File: src/hdl/cwl_pkg.sv
// ----------------------------------------------------------------------------
// Caption word-wrap layout package
// Shared widths, register indexes, command codes, reset values and types.
// ----------------------------------------------------------------------------
package cwl_pkg;

  localparam int WordLenW  = 5;
  localparam int CoordW    = 16;
  localparam int RowW      = 9;
  localparam int ColW      = 10;
  localparam int GlyphW    = 6;
  localparam int CmdW      = 2;
  localparam int CfgIndexW = 3;
  localparam int CfgDataW  = 10;

  localparam int WordLimit  = 32;
  localparam int QueueDepth = 4;

  localparam int MaxLenInt = (WordLimit - 1 < (1 << WordLenW) - 1) ?
                             WordLimit - 1 : (1 << WordLenW) - 1;
  localparam logic [WordLenW-1:0] MaxWordLen = WordLenW'(MaxLenInt);

  localparam logic [9:0] AreaLeftRst   = 10'd0;
  localparam logic [8:0] AreaTopRst    = 9'd0;
  localparam logic [9:0] AreaRightRst  = 10'd800;
  localparam logic [8:0] AreaBottomRst = 9'd480;
  localparam logic [5:0] GlyphWidthRst = 6'd17;
  localparam logic [5:0] GlyphHeightRst = 6'd24;
  localparam logic [8:0] GridRowsRst   = 9'd20;
  localparam logic [9:0] GridColsRst   = 10'd47;

  typedef enum logic [CmdW-1:0] {
    CMD_DRAW    = 2'd0,
    CMD_CLEAR   = 2'd1,
    CMD_REFRESH = 2'd2
  } cwl_cmd_t;

  typedef enum logic [CfgIndexW-1:0] {
    REG_AREA_LEFT    = 3'd0,
    REG_AREA_TOP     = 3'd1,
    REG_AREA_RIGHT   = 3'd2,
    REG_AREA_BOTTOM  = 3'd3,
    REG_GLYPH_WIDTH  = 3'd4,
    REG_GLYPH_HEIGHT = 3'd5,
    REG_GRID_ROWS    = 3'd6,
    REG_GRID_COLS    = 3'd7
  } cwl_reg_t;

  typedef struct packed {
    logic [9:0]        area_left;
    logic [8:0]        area_top;
    logic [9:0]        area_right;
    logic [8:0]        area_bottom;
    logic [GlyphW-1:0] glyph_width;
    logic [GlyphW-1:0] glyph_height;
    logic [RowW-1:0]   grid_rows;
    logic [ColW-1:0]   grid_cols;
  } cwl_cfg_t;

  typedef struct packed {
    logic                flush;
    logic [WordLenW-1:0] len;
  } cwl_item_t;

endpackage

File: src/hdl/cwl_cfg_regs.sv
// ----------------------------------------------------------------------------
// Caption layout configuration registers
// Decodes indexed writes into the window, glyph and grid registers.
// ----------------------------------------------------------------------------
module cwl_cfg_regs import cwl_pkg::*; (
  input  logic                 clk,
  input  logic                 rst,
  input  logic                 wr_en,
  input  logic [CfgIndexW-1:0] wr_index,
  input  logic [CfgDataW-1:0]  wr_data,
  output cwl_cfg_t             cfg
);

  always_ff @(posedge clk) begin
    if (rst) begin
      cfg.area_left    <= AreaLeftRst;
      cfg.area_top     <= AreaTopRst;
      cfg.area_right   <= AreaRightRst;
      cfg.area_bottom  <= AreaBottomRst;
      cfg.glyph_width  <= GlyphWidthRst;
      cfg.glyph_height <= GlyphHeightRst;
      cfg.grid_rows    <= GridRowsRst;
      cfg.grid_cols    <= GridColsRst;
    end else if (wr_en) begin
      case (cwl_reg_t'(wr_index))
        REG_AREA_LEFT:    cfg.area_left    <= wr_data[9:0];
        REG_AREA_TOP:     cfg.area_top     <= wr_data[8:0];
        REG_AREA_RIGHT:   cfg.area_right   <= wr_data[9:0];
        REG_AREA_BOTTOM:  cfg.area_bottom  <= wr_data[8:0];
        REG_GLYPH_WIDTH:  cfg.glyph_width  <= wr_data[GlyphW-1:0];
        REG_GLYPH_HEIGHT: cfg.glyph_height <= wr_data[GlyphW-1:0];
        REG_GRID_ROWS:    cfg.grid_rows    <= wr_data[RowW-1:0];
        REG_GRID_COLS:    cfg.grid_cols    <= wr_data[ColW-1:0];
        default: ;
      endcase
    end
  end

endmodule

File: config.mk
export PLATFORM = sky130hd
export DESIGN_NAME = cwl_cfg_regs
export DESIGN_NICKNAME = d
export VERILOG_FILES = /design/src/hdl/cwl_pkg.sv /design/src/hdl/cwl_cfg_regs.sv
export SDC_FILE = /design/constraint.sdc
export NUM_CORES = 1
export LEC_CHECK = 0
export BUFFER_PORTS_ARGS = -buffer_cell sky130_fd_sc_hd__buf_4
export CAP_MARGIN = 25
export CELL_PAD_IN_SITES_DETAIL_PLACEMENT = 0
export CELL_PAD_IN_SITES_GLOBAL_PLACEMENT = 1
export CORE_MARGIN = 3
export CORE_UTILIZATION = 35
export CTS_CLUSTER_DIAMETER = 100
export DETAILED_ROUTE_END_ITERATION = 12
export GPL_TIMING_DRIVEN = 0
export HOLD_SLACK_MARGIN = 0.02
export PLACE_DENSITY_LB_ADDON = 0.1
export SYNTH_ARGS = -nofsm -noshare
export SYNTH_HDL_FRONTEND = slang
export SYNTH_SLANG_ARGS = --single-unit
export TNS_END_PERCENT = 20
File: constraint.sdc
create_clock -name clk -period 0.85 [get_ports clk]
set_input_delay 0 -clock clk [delete_from_list [all_inputs] [get_ports clk]]
set_output_delay 0 -clock clk [all_outputs]
set_load 0.05 [all_outputs]
# ---- Word level (Yosys, flattened, before mapping)
# Index checks and enable logic that the tools add are counted.
dict set report totals {
  regBits 69
  out_inout_bits 69
  wordCells 24
}
dict set report op_classes {
  eq_ne 7
  n_reduce_logical 9
}
# op count
set ops {}
lappend ops {{2-bit AND reduction} 8}
lappend ops {{3-bit == test (second input constant)} 4}
lappend ops {{3-bit by 2-bit == test with 1-bit output (second input constant)} 2}
lappend ops {{3-bit by 1-bit == test with 1-bit output (second input constant)} 1}
lappend ops {{3-bit zero test} 1}

# ---- Logic depth before layout (Yosys ltp)
dict set report logic_depth {
  ltp_word 2
  depth_mapped 5
}

# ---- Worst setup path before layout
# Ideal clock, no wire load.
dict set report synth_path {
  kind {input-to-reg}
  start {input port wr_index[0]}
  end {register cfg[60] in the netlist's numbering}
  setup_time_ns 0.125
  arrival_time_ns 0.799
  t_required_ns 0.725
  setup_slack_ns -0.074
  stages 3
  cell_sequence {or4b_1 > buf_6 > mux2i_1}
}
dict set report synth_between {
  elab_chain_len 2
}
# item line
set synth_rtl {}
lappend synth_rtl {{start, declared} cwl_cfg_regs.sv:9} ;# input logic [CfgIndexW-1:0] wr_index,
lappend synth_rtl {{3-bit zero test} cwl_cfg_regs.sv:25} ;# case (cwl_reg_t'(wr_index))
lappend synth_rtl {{2-bit AND reduction (no source line)} --}
lappend synth_rtl {{end, declared} cwl_cfg_regs.sv:11} ;# output cwl_cfg_t cfg
# Every way passes these cells.
# A chain may end at the register's enable or synchronous reset.

# ---- Worst setup path in the final report
dict set report layout_path {
  start {register cfg[30] in the netlist's numbering}
  end {output port cfg[30] in the netlist's numbering}
}
# No word-level cell between the ends.

==> results.json <==
{
  "max_freq_ghz": 1.169,
  "crit_type": "reg -> out",
  "yosys-top-cells-count": "dfxtp_1 (69), mux2i_1 (69), nand2b_1 (61)",
  "synth_top_area_share_pct": 49.89,
  "largestRegisters": "cfg x69",
  "cpPeakStageDelay_ns": 0.37,
  "violations": "setup timing",
  "hp-class": "in -> reg",
  "wirelength_mm": 7.470,
  "powerDensity_nw_per_um2": 1598,
  "ys_seq_area_share_pct": 49.89,
  "status": "finished with violations",
  "grt_overflow": 0,
  "synth_cell_types": 15,
  "required_ns": 0.85,
  "min_period_over_period_pct": 100.7,
  "cts_buffer_depth": 2,
  "initial_utilization_pct": 37.18,
  "drv_slew": 0,
  "final_cells": 475,
  "clkLatencyLatePin_ns": 0.34,
  "grtUsageTotal_pct": 17.30,
  "cp_top_family": "flip-flops",
  "arrival_ns": 0.86,
  "regToRegStartpoint": "cfg[1]",
  "numCtsBuffers": 9,
  "num_io_pins": 85,
  "hold_start": "wr_data[1]",
  "rsz0062_at_grt": "yes",
  "grt_pass1_vias": 2178,
  "post-route-drc-count": 0,
  "die_x_um": 94.95,
  "fin_tns_setup_ns": -0.005656,
  "synthArstFlopShare_pct": 0,
  "largest_register": "cfg",
  "dr.pass1.iters": 4,
  "worstMarginPinSlew_ns": 0.5588,
  "synth_top_cell_by_area": "dfxtp_1",
  "rows": 31,
  "period_needed_ns": 0.8557,
  "finalSetupViolCount": 1,
  "final.setup.worst_slack_ns": -0.005656,
  "postRouteAntennaNets": 0,
  "crit_chain": "buf_8",
  "final_area_um2": 4524,
  "dp.cells": 440,
  "largest_register_ff_count": 69,
  "fin_skew_ns": 0,
  "core-area_um2": 7447,
  "cts-root-buf": "clkbuf_8",
  "grt_pass1_wl_mm": 11.54,
  "syn_inst": 258,
  "ys_ff_latch": 69,
  "synth_area_leaders": "dfxtp_1 (50%), mux2i_1 (25%), nand2b_1 (14%)",
  "slew_headroom_pct": 62.55,
  "hpwl_mm": 5.063,
  "final_util_pct": 60.75,
  "drv_cap": 0,
  "p_leak_uw": 0.002105,
  "synthFlopType": "dfxtp_1",
  "dieArea_um2": 9015,
  "wl_per_cell_um": 15.73,
  "diodes": 0,
  "cts_tree": "built",
  "gp_routability_congestion": 0.7355,
  "nets": 387,
  "peakVddDrop_mv": 1.140,
  "yosysWarnings": 0,
  "crit_path_max_fanout": 2,
  "syn_avg_cell_area_um2": 10.73,
  "vias": 2174,
  "drive_above_1_share_pct": 52.66,
  "grt_max_degree": 13,
  "dp_slack_ns": -0.4434,
  "die_h_um": 94.95,
  "cp-startpoint": "cfg[30]",
  "portBuffers": 83,
  "vias_per_cell": 4.577,
  "drt_iter0_drc": 84,
  "syn_area_um2": 2769,
  "critPathSlowestCell": "dfxtp_4",
  "antenna_found_initial": 0,
  "areaGrowthSynthToFinish_pct": 63.40,
  "start_kind": "register",
  "end_kind": "primary output",
  "syn_nets": 274,
  "finalHoldViolCount": 0,
  "clock_sinks": 69,
  "clk_pin_slew_ns": 0.08,
  "path_buf_inv": 1,
  "place_area_um2": 3542,
  "htreeDepth": 3,
  "synth-edff-count": 0
}
repair_timing:
item	in CTS	in global routing
setup endpoints to repair	75	81
pin swaps	0	1
hold buffers	10	0
endpoints found under the hold margin	20	0
setup buffers	4	5
gates resized for setup	159	48
layout by cell type (no fill, tap or decap):
master and n:
clkbuf_4 1, buf_8 63, nand4_2 1, nand2b_2 5, dfxtp_4 1, mux2i_1 69, buf_2 7, nor4bb_1 1
clkinvlp_4 2, clkinv_2 3, nand4bb_1 2, buf_4 23, dlygate4sd3_1 10, nand2b_1 56, and4_1 1, clkbuf_8 9
or4b_4 1, dfxtp_2 68, nor2_1 28, bufinv_16 2, nand4b_1 3, and4b_1 2, buf_6 11, clkbuf_2 1
clkbuf_1 6
metal layers:
| metal | GRT usage [%] | share of wire [%] | vias to the layer above |
|---|---|---|---|
| li1 | - | - | 1088 |
| met1 | 22.44 | 44 | 1021 |
| met2 | 27.01 | 49 | 61 |
| met3 | 6.693 | 5.7 | 4 |
| met4 | 4.327 | 0.82 | 0 |
| met5 | 0 | 0 | - |
report_power, final:
group	leakage (µW)	switching, µW	internal [µW]
combinational	0.00142	532	440
clock	0.000105	1240	1630
sequential	0.000576	65.0	3310
path summary, 6_finish.rpt:
kind | endpoint | slack [ns] | depth (start not counted)
max reg2reg | cfg[1] | 0.12 | 3
min | cfg[51] | 0.09 | 3
min reg2reg | cfg[56] | 0.48 | 2
max | cfg[30] | -0.006 | 1
through the flow:
step	hold slack, ns	power (µW)
after CTS	0.1352	7273
after floorplan	0.1672	3962
after global routing	0.09364	7528
final	0.09212	7230
after global placement	0.2729	4238
after detailed placement	0.2888	4244
cell type report:
class / instances / area (µm²)
plain buffers: 20 / 122.6
clock buffers: 9 / 123.9
clock inverters: 7 / 90.09
fillers: 669 / 2923
multi-input cells: 169 / 1304
flip-flops and latches: 69 / 1470
well taps: 99 / 123.9
repair buffers: 102 / 1290
cell families (layout without fill, tap and decap cells):
family | count (synthesis) | count (layout) | share of synthesized area (%)
buf+inv | 20 | 138 | 3.615
flops | 69 | 69 | 49.89
mux | 69 | 69 | 24.94
simple gates | 100 | 100 | 21.55
No activity file was read; power rests on OpenSTA's default activity.
